==> src/rtl/q12_20_round_multiply_divide_defines.svh <==
// assertion macros for the q12.20 multiply/divide block
`ifndef Q12_20_ROUND_MULTIPLY_DIVIDE_DEFINES_SVH
`define Q12_20_ROUND_MULTIPLY_DIVIDE_DEFINES_SVH

// implication checked every clock outside reset
`define QMD_ASSERT_IMP(label, clk, rst_n, lhs, rhs) \
    label: assert property (@(posedge clk) disable iff (!rst_n) (lhs) |-> (rhs)) \
        else $error("assertion failed");

// next-cycle implication checked outside reset
`define QMD_ASSERT_NEXT(label, clk, rst_n, lhs, rhs) \
    label: assert property (@(posedge clk) disable iff (!rst_n) (lhs) |=> (rhs)) \
        else $error("assertion failed");

`endif

==> src/rtl/qmd_pkg.sv <==
package qmd_pkg;
    localparam int W = 32;
    localparam int FRAC_BITS = 20;
    localparam int NSTAGE = 20;
    localparam logic [1:0] MODE_MUL = 2'd0;
    localparam logic [1:0] MODE_DIV = 2'd1;
    localparam logic [1:0] MODE_DEC = 2'd2;
    localparam logic [31:0] BAD_VALUE = 32'hffff_ffff;
    localparam logic [31:0] RND_CARRY = 32'hffff_8000;
    localparam logic [31:0] RND_KEEP = 32'hffff_0000;
    localparam logic [31:0] RND_HALF = 32'h0000_8000;
    localparam logic [31:0] TOP_BIT = 32'h8000_0000;

    typedef struct packed {
        logic [1:0]  mode;
        logic [31:0] a;
        logic [31:0] b;
    } t_req;

    // item state carried along the chain
    typedef struct packed {
        logic [1:0]  mode;
        logic        done;
        logic [31:0] res;
        logic [31:0] x;
        logic [31:0] y;
        logic [6:0]  sh;
        logic [31:0] rem;
        logic [31:0] q;
        logic [5:0]  cnt;
    } t_cell;

    function automatic logic [5:0] f_lz(input logic [31:0] v);
        logic [5:0] n;
        n = 6'd0;
        for (int i = 0; i < 32; i++) begin
            if (v[i]) n = 6'(31 - i);
        end
        return (v == '0) ? 6'd0 : n;
    endfunction

    function automatic logic [5:0] f_tz(input logic [31:0] v);
        logic [5:0] n;
        n = 6'd0;
        for (int i = 31; i >= 0; i--) begin
            if (v[i]) n = 6'(i);
        end
        return n;
    endfunction

    function automatic logic [31:0] f_round16(input logic [31:0] v);
        logic [5:0]  lz;
        logic [31:0] n;
        logic [31:0] r;
        lz = f_lz(v);
        n = v << lz;
        if ((n & RND_CARRY) == RND_CARRY) begin
            if (lz == 6'd0) r = '0;
            else r = TOP_BIT >> (lz - 6'd1);
        end else begin
            r = ((n + RND_HALF) & RND_KEEP) >> lz;
        end
        return (v == '0) ? '0 : r;
    endfunction

    // signed shift, out of range gives zero
    function automatic logic [31:0] f_shift(input logic [31:0] v, input logic signed [6:0] s);
        logic [31:0] r;
        if (s >= 7'sd32 || s <= -7'sd32) r = '0;
        else if (s > 0) r = v << s[4:0];
        else r = v >> 5'(-s);
        return r;
    endfunction
endpackage

==> src/rtl/qmd_if.sv <==
interface qmd_if #(parameter int PW = 32);
    logic          valid;
    logic          ready;
    logic [PW-1:0] data;
    modport source (output valid, output data, input ready);
    modport sink (input valid, input data, output ready);
endinterface

==> src/rtl/q12_20_round_multiply_divide.sv <==
// path from accepted transaction to valid result:
// two setup stages, 16 two-bit cells and the output register
// throughput: one transaction per cycle while the output register is empty or being drained
// the pipeline advances whenever the output register is empty or being drained
// reset clears the valid bits; payload registers are not reset
`include "q12_20_round_multiply_divide_defines.svh"
module q12_20_round_multiply_divide (
    input  logic i_clk,
    input  logic i_rst_n,
    qmd_if.sink   i_in,
    qmd_if.source o_out
);
    import qmd_pkg::*;
    localparam int NC = 16;
    localparam int DEPTH = NC + 3;

    t_req        req;
    t_cell       chain [NC+1];
    logic [DEPTH-1:0] r_vld;
    logic        adv;
    logic [31:0] r_res;
    logic [31:0] n_res;
    t_cell       tail;

    assign req = t_req'(i_in.data);
    assign adv = !o_out.valid || o_out.ready;
    assign i_in.ready = adv;

    qmd_prep u_prep (.i_clk(i_clk), .i_en(adv), .i_req(req), .o_cell(chain[0]));

    for (genvar g = 0; g < NC; g++) begin : g_cell
        qmd_cell u_cell (.i_clk(i_clk), .i_en(adv), .i_cell(chain[g]), .o_cell(chain[g+1]));
    end

    assign tail = chain[NC];
    always_comb begin
        if (tail.done) n_res = tail.res;
        else if (tail.mode == MODE_DIV && tail.x == '0) n_res = '0;
        else n_res = f_shift(tail.q, signed'(tail.sh));
    end

    always_ff @(posedge i_clk) begin
        if (!i_rst_n) begin
            r_vld <= '0;
        end else if (adv) begin
            r_vld <= {r_vld[DEPTH-2:0], i_in.valid};
        end
    end
    always_ff @(posedge i_clk) begin
        if (adv) r_res <= n_res;
    end

    assign o_out.valid = r_vld[DEPTH-1];
    assign o_out.data = r_res;

    `QMD_ASSERT_NEXT(a_hold, i_clk, i_rst_n, o_out.valid && !o_out.ready, o_out.valid)
    `QMD_ASSERT_IMP(a_ready, i_clk, i_rst_n, !o_out.valid, i_in.ready)
    `QMD_ASSERT_NEXT(a_stall, i_clk, i_rst_n, !adv, $stable(r_vld))
endmodule

==> src/rtl/qmd_prep.sv <==
module qmd_prep (
    input  logic           i_clk,
    input  logic           i_en,
    input  qmd_pkg::t_req  i_req,
    output qmd_pkg::t_cell o_cell
);
    import qmd_pkg::*;
    t_cell       n_cell;
    t_cell       r_cell;
    t_req        r_req;
    logic [31:0] n_ra;
    logic [31:0] n_rb;
    logic [31:0] r_ra;
    logic [31:0] r_rb;
    logic [5:0]  sa;
    logic [5:0]  sb;
    logic [5:0]  sn;
    logic [31:0] dd;
    logic [31:0] cd;

    // first stage: round both operands
    always_comb begin
        n_ra = f_round16(i_req.a);
        n_rb = f_round16(i_req.b);
    end

    always_ff @(posedge i_clk) begin
        if (i_en) begin
            r_req <= i_req;
            r_ra <= n_ra;
            r_rb <= n_rb;
        end
    end

    // second stage: alignment and per-mode setup
    always_comb begin
        sa = f_tz(r_ra);
        sb = f_tz(r_rb);
        sn = f_lz(r_ra);
        dd = (r_rb >> sb) & 32'h0000_ffff;
        cd = 32'((r_req.a[11:0] & 12'h0ff) | 12'h100);
        n_cell = '0;
        n_cell.mode = r_req.mode;
        case (r_req.mode)
            MODE_MUL: begin
                n_cell.x = r_ra >> sa;
                n_cell.y = r_rb >> sb;
                n_cell.sh = 7'(sa) + 7'(sb) - 7'(FRAC_BITS);
            end
            MODE_DIV: begin
                if (r_req.a == BAD_VALUE || r_req.b == BAD_VALUE || r_req.b == '0
                    || r_rb == '0 || dd == '0) begin
                    n_cell.done = 1'b1;
                    n_cell.res = BAD_VALUE;
                end
                n_cell.x = r_ra << sn;
                n_cell.y = dd;
                n_cell.sh = 7'(FRAC_BITS) - 7'(sn) - 7'(sb);
            end
            MODE_DEC: begin
                n_cell.done = 1'b1;
                n_cell.res = (r_req.a == '0) ? '0 : cd << (r_req.a[11:8] + 5'd3);
            end
            default: begin
                n_cell.done = 1'b1;
                n_cell.res = BAD_VALUE;
            end
        endcase
    end

    always_ff @(posedge i_clk) begin
        if (i_en) r_cell <= n_cell;
    end
    assign o_cell = r_cell;
endmodule

==> src/rtl/qmd_cell.sv <==
module qmd_cell (
    input  logic           i_clk,
    input  logic           i_en,
    input  qmd_pkg::t_cell i_cell,
    output qmd_pkg::t_cell o_cell
);
    import qmd_pkg::*;
    t_cell       n_cell;
    t_cell       r_cell;
    logic [32:0] trial;
    logic [31:0] rem2;

    // each cell: two quotient bits, or two multiplier bits
    always_comb begin
        n_cell = i_cell;
        rem2 = i_cell.rem;
        trial = '0;
        for (int k = 0; k < 2; k++) begin
            if (i_cell.mode == MODE_MUL) begin
                if (n_cell.y[n_cell.cnt[4:0]]) n_cell.q = n_cell.q + (n_cell.x << n_cell.cnt[4:0]);
            end else begin
                trial = {rem2, n_cell.x[5'(31 - n_cell.cnt[4:0])]};
                if (trial >= 33'(n_cell.y)) begin
                    rem2 = 32'(trial - 33'(n_cell.y));
                    n_cell.q = {n_cell.q[30:0], 1'b1};
                end else begin
                    rem2 = trial[31:0];
                    n_cell.q = {n_cell.q[30:0], 1'b0};
                end
            end
            n_cell.cnt = n_cell.cnt + 6'd1;
        end
        n_cell.rem = rem2;
    end

    always_ff @(posedge i_clk) begin
        if (i_en) r_cell <= n_cell;
    end
    assign o_cell = r_cell;
endmodule
==> src/flat_wrapper.sv <==
// flat-port wrapper written by rule: the top's interface ports become plain ports
module q12_20_round_multiply_divide_flat import qmd_pkg::*;
  (i_clk, i_rst_n, i_in_valid, i_in_data, i_in_ready, o_out_valid, o_out_data, o_out_ready);
  qmd_if i_in_i ();
  qmd_if o_out_i ();
  input  logic i_clk;
  input  logic i_rst_n;
  input wire logic [$bits(i_in_i.valid)-1:0] i_in_valid;
  input wire logic [$bits(i_in_i.data)-1:0] i_in_data;
  output wire logic [$bits(i_in_i.ready)-1:0] i_in_ready;
  output wire logic [$bits(o_out_i.valid)-1:0] o_out_valid;
  output wire logic [$bits(o_out_i.data)-1:0] o_out_data;
  input wire logic [$bits(o_out_i.ready)-1:0] o_out_ready;
  assign i_in_i.valid = i_in_valid;
  assign i_in_i.data = i_in_data;
  assign i_in_ready = i_in_i.ready;
  assign o_out_valid = o_out_i.valid;
  assign o_out_data = o_out_i.data;
  assign o_out_i.ready = o_out_ready;
  q12_20_round_multiply_divide u_core (.i_clk(i_clk), .i_rst_n(i_rst_n), .i_in(i_in_i), .o_out(o_out_i));
endmodule
==> config.mk <==
export PLATFORM = sky130hd
export DESIGN_NAME = q12_20_round_multiply_divide_flat
export DESIGN_NICKNAME = d
export VERILOG_FILES = /design/src/rtl/qmd_pkg.sv /design/src/rtl/qmd_if.sv /design/src/rtl/q12_20_round_multiply_divide.sv /design/src/rtl/qmd_prep.sv /design/src/rtl/qmd_cell.sv /design/src/flat_wrapper.sv
export VERILOG_INCLUDE_DIRS = /design/src /design/src/rtl
export SDC_FILE = /design/constraint.sdc
export NUM_CORES = 1
export LEC_CHECK = 0
export BUFFER_PORTS_ARGS = -buffer_cell sky130_fd_sc_hd__buf_2
export CAP_MARGIN = 40
export CORE_UTILIZATION = 30
export DETAILED_ROUTE_END_ITERATION = 8
export GPL_TIMING_DRIVEN = 0
export PLACE_DENSITY_LB_ADDON = 0.15
export SYNTH_ARGS = -nofsm -noshare
export SYNTH_HDL_FRONTEND = slang
export SYNTH_SLANG_ARGS = --single-unit
export TNS_END_PERCENT = 50
==> constraint.sdc <==
create_clock -name i_clk -period 1.1 [get_ports i_clk]
set_input_delay 0.055 -clock i_clk [delete_from_list [all_inputs] [get_ports i_clk]]
set_output_delay 0.055 -clock i_clk [all_outputs]
set_load 0.01 [all_outputs]
==> results of run 1 <==
-- what timing repair did --
item,in CTS,in global routing
endpoints found under the setup margin,1,7
gates resized for setup,1,3
setup buffers,2,0
pin swaps,0,0
-- worst paths after layout --
| kind | startpoint | endpoint | slack (ps) | depth (start not counted) |
|---|---|---|---|---|
| worst max-delay path | u_core.r_vld[18] | i_in_ready | 40 | 4 |
| worst min-delay path | i_in_valid | u_core.r_vld[0] | 10 | 3 |
| worst max register to register | u_core.r_vld[18] | u_core.r_vld[3] | 90 | 4 |
| worst min register to register | u_core.r_vld[7] | u_core.r_vld[8] | 470 | 2 |
-- cells by family (layout without fill, tap and decap cells) --
family | count (synthesis) | in the layout | synth area share, %
other | 1 | 32 | 0.399
buffers and inverters | 37 | 47 | 30.2
DFF | 19 | 19 | 40.4
muxes | 18 | 18 | 19.1
AOI/OAI and AO/OA | 1 | 1 | 0.798
and+or+nand+nor | 20 | 20 | 9.04
-- where the power goes --
group / switching, mW / internal [mW]
registers: 0.00133 / 0.693
clock network: 0.197 / 0.141
logic: 0.0801 / 0.0813
-- synthesized netlist by cell type (all sizes together) --
| cell type | instances |
|---|---|
| dfxtp | 19 |
| nor2b | 1 |
| nand2 | 19 |
| conb | 1 |
| inv | 1 |
| mux2i | 18 |
| o21a | 1 |
| buf | 36 |
-- stage by stage --
step                      cells  setup TNS [ps]  utilization, %  cell area, um^2
after global routing        168           -26.5            41.0             1170
after CTS                   168               0            40.6             1160
after global placement      162               0            39.1             1120
after floorplan             127               0               -             1060
after detailed placement    162               0            39.1             1120
final                       168               0            41.0             1170
-- layout make-up --
| class | count | area, um^2 |
|---|---|---|
| plain buffers | 36 | 280 |
| clock buffers | 4 | 26.3 |
| fillers | 303 | 1680 |
| inverters | 1 | 3.75 |
| multi-input cells | 71 | 393 |
| flip-flops and latches | 19 | 382 |
| well taps | 31 | 38.8 |
| repair buffers | 6 | 45.0 |
-- routing by layer --
| metal | up-vias | wire (um) | track usage, % |
|---|---|---|---|
| met3 | 2 | 99 | 1.34 |
| li1 | 327 | - | - |
| met4 | 0 | 14 | 5.10 |
| met2 | 24 | 654 | 15.8 |
| met1 | 247 | 552 | 8.86 |
| met5 | - | 0 | 0 |
-- worst max-delay path, stage by stage, from the launching register on --
cell and delay, ps:
dfxtp_2 330, nor2b_4 150, buf_8 110, inv_2 30
buf_6 100
==> flow_summary.ini, run 1 <==
[outcome]
outcome = complete, but fails checks
violations = design-rule violations

[clocking]
clock_sinks = 19
cts_max_level = 1
clk_pin_slew_ps = 100
clock_latency_ps = 280
cts_hold_buf = 0
cts_buffers = 3
clk_path_buf_depth = 2
cts_root_buffer = clkbuf_4
cts_tree = built

[global_routing]
antenna_found_initial = 0
first_global_vias = 517
grt_max_degree = 11
grt_pass1_wl_mm = 2.12
grt_usage_pct = 8.47
grt-ovfl-total = 0

[worst_hold_path]
hold_path_class = in -> reg

[worst_setup_path]
required_ps = 1040
path_class = reg -> out
critPathMaxFanout = 2
cp-start-kind = register
worstPathArrival_ps = 1010
crit_path_end_kind = output pin

[route]
wl_mm = 1.32
viasPerCell = 3.57
antenna_left = 0
dr_total_vias = 600
firstDrtPassIters = 5
drc = 4
drtIter0Drc = 6
wl_per_cell_um = 7.86

[yosys]
synth_top_area_share_pct = 40.4
synth_cell_types = 10
yosys-top-cells-area = dfxtp_1 (40%), buf_4 (26%), mux2i_1 (19%), nand2_1 (7.6%), buf_8 (3.2%)
synth_seq_area_share_pct = 40.4
netlist_instances = 96
yosysTopAreaCell = dfxtp_1
yosys_warnings = 0
syn_area_per_cell_um2 = 9.80
ys_seq_elements = 19
syn_area_um2 = 941

[power]
peakVddDrop_uv = 497
power_mw = 1.19
p_leak_nw = 0.556
powerDensity_nw_per_um2 = 1020

[sta]
fin_worst_skew_ps = 1.30
period_minus_slack_ps = 1060
timing.final.crit_share_pct = 96.8
fin_ws_ps = 35.1
hold_viol = 0
max_freq_mhz = 939
finalSetupViolations = 0
whs_ps = 11.1
rsz0062_at_grt = true
slew_viol_final = 0

[die]
ioPinCount = 70
rows = 19
die-area_um2 = 3360
dieWidth_um = 58.0
core_um2 = 2850
die_h_um = 58.0
initial_core_util_pct = 33.0

[finish]
top_regs = u_core.r_vld: 19 flops
area_growth_pct = 24.2
final_cell_mix = buf_4 (33), conb_1 (32), nand2_1 (19)
antenna_cells = 0
final_nets = 174
drive_above_1_share_pct = 35.0
final_common_cell = buf_4
regMostFlops = u_core.r_vld
largest_register_ffs = 19

[run]
max_cap_viol_count = 0

[placement]
io_buffer_count = 4
preCtsSetupSlack_ps = 156
gp_congestion = 0.611
Note: power is estimated with default switching activity, not from simulation.
==> run 2, diff against run 1 <==
- MAX_ROUTING_LAYER: default -> met4
- clock period: 1.1 -> 0.96 ns (I/O delays scaled with it)
==> run 2 against run 1 <==
Effect of this change: the run ends with design-rule violations, negative setup slack left; clock skew about the same; critical endpoint unchanged; sequential share of layout area decreased by 0.41 points; largest power group unchanged; cell count increased by 0.60%; global-route usage increased by 0.60 points.
==> flow_summary.ini, run 2 (same netlist as run 1, synthesis figures left out) <==
[power]
powerDensity_nw_per_um2 = 1160
power_mw = 1.37
peakVddDrop_uv = 569
p_leak_nw = 0.561

[clocking]
cts_root_buffer = clkbuf_4
cts_buffers = 3
clk_path_buf_depth = 2
cts_tree = built
clock_latency_ps = 280
cts_max_level = 1
clock_sinks = 19
clk_pin_slew_ps = 100

[worst_setup_path]
worstPathArrival_ps = 1010
crit_path_end_kind = output pin
cp-start-kind = register
r2r_cells = 4
path_cells = nor2b_4 > buf_8 > inv_2 > buf_6
slowest_delay_ps = 330
required_ps = 910
critPathMaxFanout = 2
crit_slowest_cell = dfxtp_2
path_class = reg -> out

[global_routing]
grt_pass1_wl_mm = 2.18
busiest_layer = met2
grt_usage_pct = 9.07
first_global_vias = 521
grt_max_degree = 11
antenna_found_initial = 0
use_met3_pct = 1.34
grt-ovfl-total = 0
met1_usage_pct = 9.28
met2_usage_pct = 16.4

[finish]
antenna_cells = 0
final_cell_mix = buf_4 (33), conb_1 (32), nand2_1 (19)
finalNonFillerCells = 169
n_fill_cell = 299
top_regs = u_core.r_vld: 19 flops
final_common_cell = buf_4
largest_register_ffs = 19
drive_above_1_share_pct = 34.8
seq_area_um2 = 382
regMostFlops = u_core.r_vld
final_nets = 175
multi_input_area_um2 = 393
final_area_um2 = 1180
area_growth_pct = 25.8
utilization_pct = 41.5

[sta]
finalSetupViolations = 20
max_freq_mhz = 945
rsz0062_at_grt = true
fin_ws_ps = -97.9
fin_worst_skew_ps = 1.07
whs_ps = 71.4
setup_tns_ps = -527
hold_viol = 0
timing.final.crit_share_pct = 110
period_minus_slack_ps = 1060
slew_viol_final = 0

[route]
wl_mm = 1.34
drc = 4
firstDrtPassIters = 5
wl_per_cell_um = 7.91
dr_total_vias = 600
drtIter0Drc = 8
antenna_left = 0
viasPerCell = 3.55

[placement]
io_buffer_count = 4
preCtsSetupSlack_ps = 15.8
place_area_um2 = 1120
dp_cells = 162
gp_congestion = 0.615

[die]
initial_core_util_pct = 33.0
dieWidth_um = 58.0
core_um2 = 2850
die-area_um2 = 3360
ioPinCount = 70
die_h_um = 58.0
rows = 19

[outcome]
outcome = complete, but fails checks
violations = design-rule violations, negative setup slack

[run]
max_cap_viol_count = 0

[worst_hold_path]
hold_path_class = in -> reg
hold_path_depth = 2
run 2: area by class of cell:
type	count	area share (%)
clock buffer	4	2.22
buffer	36	24.1
timing repair buffer	7	4.65
multi-input combinational	71	33.2
tap	31	3.28
sequential	19	32.2
inverter	1	0.317
run 2: critical path, delay by kind of cell (launching register included):
| family | cells | cell delay, ps |
|---|---|---|
| flip-flops | 1 | 330 |
| buffers and inverters | 3 | 240 |
| AND/OR/NAND/NOR | 1 | 150 |
run 2: path summary, 6_finish.rpt:
check,to,startpoint,slack (ps)
min,u_core.r_vld[18],i_rst_n,70
max reg2reg,u_core.r_vld[17],u_core.r_vld[18],-40
min reg2reg,u_core.r_vld[8],u_core.r_vld[7],470
max,i_in_ready,u_core.r_vld[18],-100
run 2: power breakdown:
| group | switching, mW | internal, mW |
|---|---|---|
| Combinational | 0.0922 | 0.0958 |
| Sequential | 0.00152 | 0.794 |
| Clock | 0.226 | 0.161 |
| Total | 0.320 | 1.05 |
run 2: metal layers:
layer  share of wire, %  wire length (um)  vias up
li1                   -                 -      329
met1                 41               551      245
met2                 50               666       24
met3                7.7               103        2
met4                1.0                14        0
met5                  0                 0        -
run 2: what timing repair did:
action | in CTS | in global routing
hold endpoints to repair | 1 | 0
setup buffers | 2 | 0
hold buffers | 1 | 0
setup endpoints to repair | 2 | 20
resized for setup | 4 | 1
==> run 3, diff against run 2 <==
- SETUP_SLACK_MARGIN: default -> 0.02
==> run 3 against run 2 <==
Effect of this change: the run still ends with design-rule violations, negative setup slack left; global-route usage is the same; total power is the same; clock-buffer cell count is the same; routed wire length is the same; sequential cell count is the same; sequential share of layout area is the same; clock skew is the same; sequential power is essentially flat; non-clock buffer count is the same; via count is the same; critical path depth is the same; utilization is the same.
==> flow_summary.ini, run 3 (same netlist as run 1, synthesis figures left out) <==
[clocking]
cts_root_buffer = clkbuf_4
cts_buffers = 3
clock_sinks = 19
clock_latency_ps = 280
clk_pin_slew_ps = 100
clk_path_buf_depth = 2
cts_max_level = 1
cts_tree = built

[worst_hold_path]
hold_path_class = in -> reg
hold_path_end = u_core.r_vld[18]
min_from = i_rst_n
hold_path_depth = 2

[worst_setup_path]
r2r_cells = 4
critPathMaxFanout = 2
path_class = reg -> out
r2r-start = u_core.r_vld[18]
required_ps = 910
crit_path_end_kind = output pin
r2r_end = u_core.r_vld[17]
worstPathArrival_ps = 1010
rrSetupSlack_ps = -40
cp-start-kind = register

[route]
wl_mm = 1.34
drc = 4
wl_per_cell_um = 7.91
drtIter0Drc = 8
firstDrtPassIters = 5
dr_total_vias = 600
antenna_left = 0
viasPerCell = 3.55

[sta]
finalSetupViolations = 20
whs_ps = 71.4
timing.final.crit_share_pct = 110
period_minus_slack_ps = 1060
fin_worst_skew_ps = 1.07
hold_viol = 0
fin_ws_ps = -97.9
setup_tns_ps = -527
rsz0062_at_grt = true
max_freq_mhz = 945
slew_viol_final = 0

[die]
initial_core_util_pct = 33.0
rows = 19
core_um2 = 2850
ioPinCount = 70
dieWidth_um = 58.0
die_h_um = 58.0
die-area_um2 = 3360

[finish]
final_common_cell = buf_4
largest_register_ffs = 19
final_cell_mix = buf_4 (33), conb_1 (32), nand2_1 (19)
drive_above_1_share_pct = 34.8
area_growth_pct = 25.8
regMostFlops = u_core.r_vld
antenna_cells = 0
top_regs = u_core.r_vld: 19 flops
final_nets = 175

[global_routing]
antenna_found_initial = 0
grt_usage_pct = 9.07
grt_pass1_wl_mm = 2.18
first_global_vias = 519
grt-ovfl-total = 0
grt_max_degree = 11

[power]
p_leak_nw = 0.561
powerDensity_nw_per_um2 = 1160
peakVddDrop_uv = 569

[placement]
io_buffer_count = 4
gp_congestion = 0.615

[outcome]
violations = design-rule violations, negative setup slack
outcome = complete, but fails checks

[run]
max_cap_viol_count = 0
[run 3: cell counts in the layout (fill, tap and decap cells not counted)]
No cell type changed its count.
[run 3: report_power, final]
group	leakage, nW	total [mW]	switching, mW	internal, mW
Combinational	0.392	0.188	0.0922	0.0958
Clock	0.0150	0.387	0.226	0.161
Sequential	0.154	0.796	0.00152	0.794
[run 3: worst max-delay path, stage by stage, from the launching register on]
cell	delay (ps)
dfxtp_2	330
nor2b_4	150
buf_8	110
inv_2	30
buf_6	100
[run 3: layout make-up]
| class | count | area (um^2) |
|---|---|---|
| Buffer | 36 | 285 |
| Clock buffer | 4 | 26.3 |
| Fill cell | 299 | 1670 |
| Inverter | 1 | 3.75 |
| Multi-Input combinational cell | 71 | 393 |
| Sequential cell | 19 | 382 |
| Tap cell | 31 | 38.8 |
| Timing Repair Buffer | 7 | 55.1 |
[run 3: routing by layer]
layer | wire (um) | up-vias | track usage, %
li1 | - | 329 | -
met1 | 551 | 245 | 9.28
met2 | 666 | 24 | 16.4
met3 | 103 | 2 | 1.34
met4 | 14 | 0 | 5.10
met5 | 0 | - | -
[run 3: worst max-delay path by stage]
stage	slack, ps	start	cells after the start	end
after floorplan	30	u_core.r_vld[18]	3	u_core.r_vld[11]
after global placement	50	u_core.r_vld[18]	3	u_core.r_vld[5]
after detailed placement	20	u_core.r_vld[18]	3	u_core.r_vld[3]
after CTS	-110	u_core.r_vld[18]	4	u_core.r_vld[17]
after global routing	-160	u_core.r_vld[18]	4	i_in_ready
final	-100	u_core.r_vld[18]	4	i_in_ready
[run 3: metrics by stage]
stage                     instance area, um^2  util, %  power (mW)  setup WS [ps]  instances
final                                    1180     41.5        1.37          -97.9        169
after global routing                     1180     41.5        1.43           -160        169
after CTS                                1180     41.4        1.38           -112        169
after detailed placement                 1120     39.1       0.994           15.8        162
after global placement                   1120     39.1       0.993           53.0        162
after floorplan                          1060        -       0.982           25.0        127
[run 3: timing repair]
action | in CTS | in global routing
resized for setup | 4 | 1
setup endpoints to repair | 10 | 20
hold buffers | 1 | 0
setup buffers | 2 | 0
endpoints found under the hold margin | 1 | 0
